File: src/sv/ptat_pkg.sv
`timescale 1ns / 1ps
// ----------------------------------------------------------------------------
// ptat_pkg: shared types and codes of the position trigger table
// holds the command record passed from front to back and the queue status
// ----------------------------------------------------------------------------
`default_nettype none

package ptat_pkg;

  // operation codes carried in tuser
  localparam logic OP_LOAD   = 1'b0;
  localparam logic OP_SAMPLE = 1'b1;

  // configuration register indexes
  localparam logic REG_ACTIVE_ENTRIES = 1'b0;

  // depth of the command queue between front and back
  localparam int QUEUE_DEPTH = 2;

  typedef struct packed {
    logic               is_load;
    logic               live;       // sample that may fire anything
    logic [3:0]         count;      // entries examined, from entry zero
    logic [2:0]         idx;
    logic               ent_valid;
    logic               ent_kind;
    logic signed [31:0] start_pos;
    logic signed [31:0] stop_pos;
    logic signed [31:0] axis_pos;
  } cmd_t;

  typedef struct packed {
    logic full;
    logic empty;
  } queue_stat_t;

endpackage

`default_nettype wire

File: src/sv/ptat_front.sv
`timescale 1ns / 1ps
// ----------------------------------------------------------------------------
// ptat_front: input beat decode
// unpacks an input beat and classifies it as a load or a live sample
// ----------------------------------------------------------------------------
`default_nettype none

module ptat_front
  import ptat_pkg::*;
(
  input  wire logic [103:0] in_tdata,
  input  wire logic         in_tuser,
  input  wire logic [3:0]   active_entries,
  output cmd_t              cmd
);

  logic running;

  assign running = in_tdata[101];

  always_comb begin
    cmd.is_load   = (in_tuser == OP_LOAD);
    // a stopped axis or an empty count fires nothing
    cmd.live      = (in_tuser == OP_SAMPLE) && running && (active_entries != 4'd0);
    cmd.count     = active_entries;
    cmd.idx       = in_tdata[2:0];
    cmd.ent_valid = in_tdata[3];
    cmd.ent_kind  = in_tdata[4];
    cmd.start_pos = $signed(in_tdata[36:5]);
    cmd.stop_pos  = $signed(in_tdata[68:37]);
    cmd.axis_pos  = $signed(in_tdata[100:69]);
  end

endmodule

`default_nettype wire

File: src/sv/ptat_queue.sv
`timescale 1ns / 1ps
// ----------------------------------------------------------------------------
// ptat_queue: command queue
// short fifo of decoded commands between front and back
// ----------------------------------------------------------------------------
`default_nettype none

module ptat_queue
  import ptat_pkg::*;
(
  input  wire logic  clk,
  input  wire logic  rst_n,
  input  wire logic  push_valid,
  input  wire cmd_t  push_cmd,
  output logic       push_ready,
  input  wire logic  pop,
  output cmd_t       head,
  output queue_stat_t stat
);

  localparam int PW = (QUEUE_DEPTH > 1) ? $clog2(QUEUE_DEPTH) : 1;
  localparam int CW = $clog2(QUEUE_DEPTH + 1);

  cmd_t          mem_r [QUEUE_DEPTH];
  logic [PW-1:0] wr_ptr_r, wr_ptr_nxt;
  logic [PW-1:0] rd_ptr_r, rd_ptr_nxt;
  logic [CW-1:0] count_r, count_nxt;
  logic          push;

  assign stat.full  = (count_r == CW'(QUEUE_DEPTH));
  assign stat.empty = (count_r == '0);
  assign push_ready = !stat.full;
  assign push       = push_valid && !stat.full;
  assign head       = mem_r[rd_ptr_r];

  always_comb begin
    wr_ptr_nxt = wr_ptr_r;
    rd_ptr_nxt = rd_ptr_r;
    count_nxt  = count_r;
    if (push) begin
      wr_ptr_nxt = (wr_ptr_r == PW'(QUEUE_DEPTH - 1)) ? '0 : wr_ptr_r + PW'(1);
    end
    if (pop) begin
      rd_ptr_nxt = (rd_ptr_r == PW'(QUEUE_DEPTH - 1)) ? '0 : rd_ptr_r + PW'(1);
    end
    if (push && !pop) begin
      count_nxt = count_r + CW'(1);
    end else if (pop && !push) begin
      count_nxt = count_r - CW'(1);
    end
  end

  always_ff @(posedge clk) begin
    if (!rst_n) begin
      wr_ptr_r <= '0;
      rd_ptr_r <= '0;
      count_r  <= '0;
    end else begin
      wr_ptr_r <= wr_ptr_nxt;
      rd_ptr_r <= rd_ptr_nxt;
      count_r  <= count_nxt;
    end
  end

  always_ff @(posedge clk) begin
    if (push) begin
      mem_r[wr_ptr_r] <= push_cmd;
    end
  end

endmodule

`default_nettype wire

File: src/sv/ptat_back.sv
`timescale 1ns / 1ps
// ----------------------------------------------------------------------------
// ptat_back: table and compare engine
// holds the entry table, compares the valid entries below the count against a sample at once,
// and registers the fire mask for the output channel
// ----------------------------------------------------------------------------
`default_nettype none

module ptat_back
  import ptat_pkg::*;
#(
  parameter int TABLE_ENTRIES = 8
) (
  input  wire logic       clk,
  input  wire logic       rst_n,
  input  wire cmd_t       head,
  input  wire logic       head_valid,
  output logic            pop,
  output logic            out_tvalid,
  input  wire logic       out_tready,
  output logic [7:0]      out_tdata
);

  logic                     valid_r [TABLE_ENTRIES];
  logic                     valid_nxt [TABLE_ENTRIES];
  logic                     kind_r [TABLE_ENTRIES];
  logic                     kind_nxt [TABLE_ENTRIES];
  logic                     fired_r [TABLE_ENTRIES];
  logic                     fired_nxt [TABLE_ENTRIES];
  logic signed [31:0]       start_r [TABLE_ENTRIES];
  logic signed [31:0]       stop_r [TABLE_ENTRIES];
  logic [TABLE_ENTRIES-1:0] fire_vec;
  logic [TABLE_ENTRIES-1:0] load_we;
  logic [7:0]               mask_nxt;
  logic [7:0]               mask_r;
  logic                     out_valid_r, out_valid_nxt;

  assign pop = head_valid && (!out_valid_r || out_tready);

  for (genvar i = 0; i < TABLE_ENTRIES; i++) begin : g_entry
    localparam int unsigned IDX = i;
    logic signed [31:0] s, e, p;
    logic               en, win, shot;

    assign s  = start_r[i];
    assign e  = stop_r[i];
    assign p  = head.axis_pos;
    assign en = head.live && (32'(head.count) > IDX) && valid_r[i];

    // a bound only counts when it is positive
    assign win = !(((s > 0) && (((s < e) && (p < s)) || ((s > e) && (p > s)))) ||
                   ((e > 0) && (((s < e) && (p > e)) || ((s > e) && (p < e)))));
    assign shot = !fired_r[i] && (p >= s);

    assign fire_vec[i] = en && (kind_r[i] ? shot : win);
    assign load_we[i]  = head.is_load && (32'(head.idx) == IDX);

    always_comb begin
      valid_nxt[i] = valid_r[i];
      kind_nxt[i]  = kind_r[i];
      fired_nxt[i] = fired_r[i];
      if (pop) begin
        if (load_we[i]) begin
          valid_nxt[i] = head.ent_valid;
          kind_nxt[i]  = head.ent_kind;
          fired_nxt[i] = 1'b0;
        end else if (fire_vec[i] && kind_r[i]) begin
          fired_nxt[i] = 1'b1;
        end
      end
    end

    always_ff @(posedge clk) begin
      if (!rst_n) begin
        valid_r[i] <= 1'b0;
        kind_r[i]  <= 1'b0;
        fired_r[i] <= 1'b0;
      end else begin
        valid_r[i] <= valid_nxt[i];
        kind_r[i]  <= kind_nxt[i];
        fired_r[i] <= fired_nxt[i];
      end
    end

    always_ff @(posedge clk) begin
      if (pop && load_we[i]) begin
        start_r[i] <= head.start_pos;
        stop_r[i]  <= head.stop_pos;
      end
    end
  end

  // only the first eight entries own a mask bit
  for (genvar b = 0; b < 8; b++) begin : g_mask
    if (b < TABLE_ENTRIES) begin : g_bit
      assign mask_nxt[b] = fire_vec[b];
    end else begin : g_zero
      assign mask_nxt[b] = 1'b0;
    end
  end

  always_comb begin
    out_valid_nxt = out_valid_r;
    if (pop) begin
      out_valid_nxt = 1'b1;
    end else if (out_tready) begin
      out_valid_nxt = 1'b0;
    end
  end

  always_ff @(posedge clk) begin
    if (!rst_n) begin
      out_valid_r <= 1'b0;
    end else begin
      out_valid_r <= out_valid_nxt;
    end
  end

  always_ff @(posedge clk) begin
    if (pop) begin
      mask_r <= mask_nxt;
    end
  end

  assign out_tvalid = out_valid_r;
  assign out_tdata  = mask_r;

endmodule

`default_nettype wire

File: src/sv/position_trigger_action_table.sv
`timescale 1ns / 1ps
// ----------------------------------------------------------------------------
// position_trigger_action_table: position compare trigger table, one axis
// loads table entries and turns axis position samples into fire masks
// ----------------------------------------------------------------------------
// usage:
//   in_* is a stream of beats; in_tuser selects a load (0) or a sample (1).
//   a load writes one table entry and clears its fired mark; a sample compares
//   the axis position against entries 0 .. active_entries-1 at once.
//   every input beat gives exactly one out_* beat with the fire mask
//   (zero for loads, stopped axis or a count of zero).
//   cfg_* is an apb write/read port for active_entries at byte address 0;
//   write it only while the block is idle.
// throughput and path:
//   one beat per cycle sustained while out_tready stays high; an accepted beat
//   is written to the command queue, then popped into the registered mask.
// reset:
//   rst_n clears valid, kind and fired marks, active_entries and the queue;
//   entry positions stay undefined until loaded.
// stall:
//   while out_tready is low the mask register holds; the two-entry command
//   queue keeps taking beats until full, then in_tready drops.
// ----------------------------------------------------------------------------
`default_nettype none

module position_trigger_action_table
  import ptat_pkg::*;
#(
  parameter int TABLE_ENTRIES = 8
) (
  input  wire logic         clk,
  input  wire logic         rst_n,
  // input channel
  input  wire logic         in_tvalid,
  output logic              in_tready,
  // tdata: entry_index[2:0], entry_valid[3], entry_kind[4], start_position[36:5],
  //        end_position[68:37], axis_position[100:69], axis_running[101], zero pad
  input  wire logic [103:0] in_tdata,
  // tuser: operation
  input  wire logic         in_tuser,
  // result channel
  output logic              out_tvalid,
  input  wire logic         out_tready,
  // tdata: fire_mask[7:0]
  output logic [7:0]        out_tdata,
  // configuration port
  input  wire logic         cfg_psel,
  input  wire logic         cfg_penable,
  input  wire logic         cfg_pwrite,
  input  wire logic [2:0]   cfg_paddr,
  input  wire logic [31:0]  cfg_pwdata,
  output logic [31:0]       cfg_prdata,
  output logic              cfg_pready
);

  logic [3:0]  active_entries_r;
  logic [3:0]  active_entries_nxt;
  logic        cfg_write;
  cmd_t        front_cmd;
  cmd_t        q_head;
  queue_stat_t q_stat;
  logic        q_pop;

  // ---------------- configuration ----------------
  assign cfg_pready = 1'b1;
  assign cfg_write  = cfg_psel && cfg_penable && cfg_pwrite && cfg_pready;

  always_comb begin
    active_entries_nxt = active_entries_r;
    if (cfg_write && (cfg_paddr[2] == REG_ACTIVE_ENTRIES)) begin
      active_entries_nxt = cfg_pwdata[3:0];
    end
  end

  always_ff @(posedge clk) begin
    if (!rst_n) begin
      active_entries_r <= 4'd0;
    end else begin
      active_entries_r <= active_entries_nxt;
    end
  end

  // unmapped addresses read as zero
  assign cfg_prdata = (cfg_paddr[2] == REG_ACTIVE_ENTRIES) ? {28'd0, active_entries_r} : 32'd0;

  // ---------------- front: decode and classify ----------------
  ptat_front u_front (
    .in_tdata       (in_tdata),
    .in_tuser       (in_tuser),
    .active_entries (active_entries_r),
    .cmd            (front_cmd)
  );

  // ---------------- command queue ----------------
  ptat_queue u_queue (
    .clk        (clk),
    .rst_n      (rst_n),
    .push_valid (in_tvalid),
    .push_cmd   (front_cmd),
    .push_ready (in_tready),
    .pop        (q_pop),
    .head       (q_head),
    .stat       (q_stat)
  );

  // ---------------- back: table, compare, result register ----------------
  ptat_back #(
    .TABLE_ENTRIES (TABLE_ENTRIES)
  ) u_back (
    .clk        (clk),
    .rst_n      (rst_n),
    .head       (q_head),
    .head_valid (!q_stat.empty),
    .pop        (q_pop),
    .out_tvalid (out_tvalid),
    .out_tready (out_tready),
    .out_tdata  (out_tdata)
  );

`ifndef SYNTHESIS
  // queue status never claims full and empty together
  a_queue_stat: assert property (@(posedge clk) disable iff (!rst_n)
    !(q_stat.full && q_stat.empty))
    else $error("queue reports full and empty at once");

  // a popped command always lands in the result register
  a_pop_result: assert property (@(posedge clk) disable iff (!rst_n)
    q_pop |=> out_tvalid)
    else $error("popped command left no result");

  // loads and dead samples produce an empty mask
  a_quiet_mask: assert property (@(posedge clk) disable iff (!rst_n)
    (q_pop && (q_head.is_load || !q_head.live)) |=> (out_tdata == 8'd0))
    else $error("mask set for a load or a dead sample");

  // input backpressure comes only from a full queue
  a_ready_full: assert property (@(posedge clk) disable iff (!rst_n)
    in_tready == !q_stat.full)
    else $error("input ready does not follow queue fill");
`endif

endmodule

`default_nettype wire

File: config.mk
export PLATFORM = sky130hd
export DESIGN_NAME = position_trigger_action_table
export DESIGN_NICKNAME = d
export VERILOG_FILES = /design/src/sv/ptat_pkg.sv /design/src/sv/ptat_front.sv /design/src/sv/ptat_queue.sv /design/src/sv/ptat_back.sv /design/src/sv/position_trigger_action_table.sv
export SDC_FILE = /design/constraint.sdc
export NUM_CORES = 2
export LEC_CHECK = 0
export BUFFER_PORTS_ARGS = -buffer_cell sky130_fd_sc_hd__buf_2
export CORE_ASPECT_RATIO = 0.9
export CORE_UTILIZATION = 65
export CTS_CLUSTER_SIZE = 40
export DETAILED_ROUTE_END_ITERATION = 6
export PLACE_DENSITY = 0.88
export SKIP_CTS_REPAIR_TIMING = 1
export SLEW_MARGIN = 10
export SYNTH_ARGS = -nofsm -noshare
export SYNTH_HDL_FRONTEND = slang
export SYNTH_SLANG_ARGS = --single-unit
File: constraint.sdc
create_clock -name clk -period 12.19 [get_ports clk]
set_clock_uncertainty 0.05 [all_clocks]
set_input_delay 2.438 -clock clk [delete_from_list [all_inputs] [get_ports clk]]
set_output_delay 2.438 -clock clk [all_outputs]
set_load 0.005 [all_outputs]
==> impl_metrics.tcl <==
set metrics [dict create \
    yosysWarnings 0 \
    path_buf_inv 1 \
    slowest_delay_ns 0.77 \
    dieHeight_um 252 \
    holdPathStages 2 \
    nFillCells 4312 \
    grt_pass1_vias 33194 \
    grt_pass1_wl_um 197000 \
    maxSlewViolCount 0 \
    min_to "u_back.fired_r[1][2]" \
    vias 33503 \
    wirelength_um 135000 \
    wl_per_cell_um 26.9 \
    drc_errors 0 \
    switching_power_mw 3.12 \
    viasPerCell 6.70 \
    ys_seq_area_share_pct 50.6 \
    setup_tns_ns 0 \
    tightestPinTransition_ns 1.34 \
    cpLargestDelayFamily "compound AO/OA/AOI/OAI gates" \
    peakVddDrop_uv 196 \
    drtAntennaViolNets 0 \
    antenna_found_initial 14 \
    firstDrtPassIters 6 \
    arrival_ns 5.63 \
    hold_start "u_back.fired_r[1][2]" \
    synth_cell_type_count 83 \
    switching_share_pct 35.8 \
    cts_tree "yes" \
    critPathSlowestCell "or4_1" \
    initial_core_util_pct 65.7 \
    num_rows 91 \
    r2r-end "u_back.out_tdata[3]" \
    path_class "flop to flop" \
    grt_max_degree 75 \
    path_clk_slew_ns 0.06 \
    worstPathCellList "buf_12, mux2_2, ha_1, nand4_1, or4_1, a31oi_1, o22a_1, a2bb2oi_1, a31oi_1, mux2i_1, a32o_1" \
    dieArea_um2 70200 \
    clk_latency_ns 0.67 \
    gr-total-overflow 0 \
    core_area_um2 68400 \
    nNetsFinal 4909 \
    setup_viol 0 \
    netlist_area_um2 45000 \
    synth_edf_count 737 \
    finish.utilization_pct 72.5 \
    final_cell_mix "769 x ha_1, 737 x edfxtp_1, 540 x inv_1" \
    cp.required_ns 12.53 \
    drt_iter0_drc 4614 \
    ys_ff_latch 768 \
    io_pins 190 \
    synthCells 3783 \
    io_buffers 128 \
    layout_commonest_cell "ha_1" \
    crit_fanout 74 \
    syn2layout_area_growth_pct 10.3 \
    drive_gt1_share_pct 10.0 \
    relSlewSlack_pct 9.82 \
    ff2ff_setup_slack_ns 6.89 \
    fin_crit_sh_pct 43.5 \
    finalHoldViolCount 0 \
    maxCapViolations 0 \
    avgSynthCellArea_um2 11.9 \
    p_int_mw 5.61 \
    cts_buffers 80 \
    end_kind "flop" \
    die_w_um 279 \
    p_clk_share_pct 29.0 \
    power_frac_comb_pct 31.4 \
    start_kind "flop" \
    p_leak_nw 21.2 \
    rsz0062_at_grt "false" \
    period_needed_ns 5.30 \
    pwr-share-seq_pct 39.7 \
    cp_common_cell "a31oi_1" \
    ys_async_sr_fraction_pct 0 \
    fmax_mhz 189 \
    hpwlAfterDp_um 91800 \
    cts_buffer_depth 3 \
    clock-sinks 768 \
    synth_flop_cell "edfxtp_1" \
    gp_congestion 1.02 \
    hold_path_class "flop to flop" \
    cts_root_buf "clkbuf_16" \
    htreeDepth 3 \
    status "completed" \
    grt_use_total_pct 38.4 \
    rr_worst_depth 11 \
    powerDensity_nw_per_um2 176 \
]
layout make-up:
class / instances / area [um^2] / area share [%]
Tap cell: 930 / 1160 / 2.35
Multi-Input combinational cell: 2456 / 20100 / 40.5
Antenna cell: 12 / 30.0 / 0.0606
Sequential cell: 768 / 22800 / 45.9
Timing Repair Buffer: 146 / 788 / 1.59
Clock buffer: 103 / 2260 / 4.56
Clock inverter: 47 / 474 / 0.956
Inverter: 541 / 2030 / 4.09
through the flow:
step / std cells / cell area (um^2) / total power, mW / setup WS [ns] / hold slack, ns
3_3_place_gp: 4841 / 46800 / 5.95 / 6.56 / 0.389
3_5_place_dp: 4841 / 46800 / 6.08 / 6.49 / 0.409
2_1_floorplan: 3810 / 45100 / 5.04 / 4.58 / 0.378
5_1_grt: 4992 / 49600 / 9.02 / 6.78 / 0.447
4_1_cts: 4991 / 49600 / 8.60 / 6.90 / 0.423
6_report: 5003 / 49600 / 8.73 / 6.89 / 0.439
registers in the layout, summed over array words and instances (netlist names), named ones only:
signal             flops
u_back.valid_r         8
u_queue.rd_ptr_r       1
u_queue.count_r        2
u_back.start_r       256
u_back.fired_r         8
u_queue.mem_r        214
u_back.kind_r          8
u_queue.wr_ptr_r       1
u_back.stop_r        256
u_back.out_tdata       8
u_back.out_tvalid      1
active_entries_r       4
logic make-up (layout without fill, tap and decap cells):
kind of cell	after synthesis	after routing	synth area share, %
AND/OR/NAND/NOR	826	826	9.97
flip-flops	768	768	50.6
XOR/XNOR	3	3	0.0584
AO/OA/AOI/OAI	709	709	9.88
buffers and inverters	586	837	5.14
other	2	41	0.0167
multiplexers	120	120	2.94
adder cells (fa/ha/maj)	769	769	21.4
power groups by stage:
stage	clock network [mW]	logic [mW]	registers (mW)
2_1_floorplan	0	1.59	3.45
3_3_place_gp	0	2.46	3.49
3_5_place_dp	0	2.57	3.50
4_1_cts	2.53	2.62	3.45
5_1_grt	2.63	2.92	3.48
6_report	2.53	2.74	3.46
worst max path at each step:
stage	startpoint	end	cells past startpoint
floorplan	in_tvalid	u_queue.mem_r[0][0]	2
global placement	out_tready	u_back.start_r[1][54]	7
detailed placement	out_tready	u_back.start_r[1][55]	7
CTS	cfg_paddr[2]	cfg_prdata[0]	3
global route	flop	u_back.out_tdata[3]	11
finish	flop	u_back.out_tdata[3]	11
worst min-delay path, delay by kind of cell (launching register included):
| family | cells | cell delay [ns] |
|---|---|---|
| flip-flops | 1 | 0.34 |
| AO/OA/AOI/OAI | 1 | 0.05 |
| AND/OR/NAND/NOR | 1 | 0.07 |
cells in the mapped netlist, types with 4 or more instances:
master	number	area share [%]
a2111oi_0	11	0.21
o31ai_1	4	0.067
mux2_2	98	2.5
nor2_1	98	0.82
and4_1	13	0.25
a31oi_1	21	0.29
buf_1	8	0.067
a21oi_1	308	3.4
o211ai_1	33	0.55
nand3_1	72	0.80
nand2b_1	23	0.32
nand2_1	156	1.3
buf_4	29	0.48
a211o_1	4	0.078
o41ai_1	6	0.12
clkbuf_1	6	0.050
ha_1	769	21
dfxtp_1	31	1.4
edfxtp_1	737	49
a21o_1	109	1.8
a221oi_1	10	0.19
nor2b_1	39	0.54
a2111o_1	4	0.10
and3_1	6	0.083
a311oi_1	4	0.078
nand4_1	177	2.5
o32ai_1	4	0.078
o31a_1	4	0.078
o22ai_1	5	0.070
or4_1	7	0.12
a221o_1	6	0.13
nor4_1	157	2.2
a21boi_0	9	0.15
a211oi_1	28	0.47
o21bai_1	4	0.067
o21a_1	10	0.17
mux2i_1	22	0.49
o21ai_0	92	1.0
nor3_1	41	0.46
or3_1	5	0.070
and2_1	11	0.15
inv_1	540	4.5
layer usage:
layer  track usage, %  vias to the layer above  wire length, um
li1                 -                    14797                -
met1             48.6                    15797            48500
met2             56.9                     2333            57500
met3             10.1                      572            17300
met4             28.5                        4            11100
met5                0                        -               51
(Power assumes the default switching activity.)
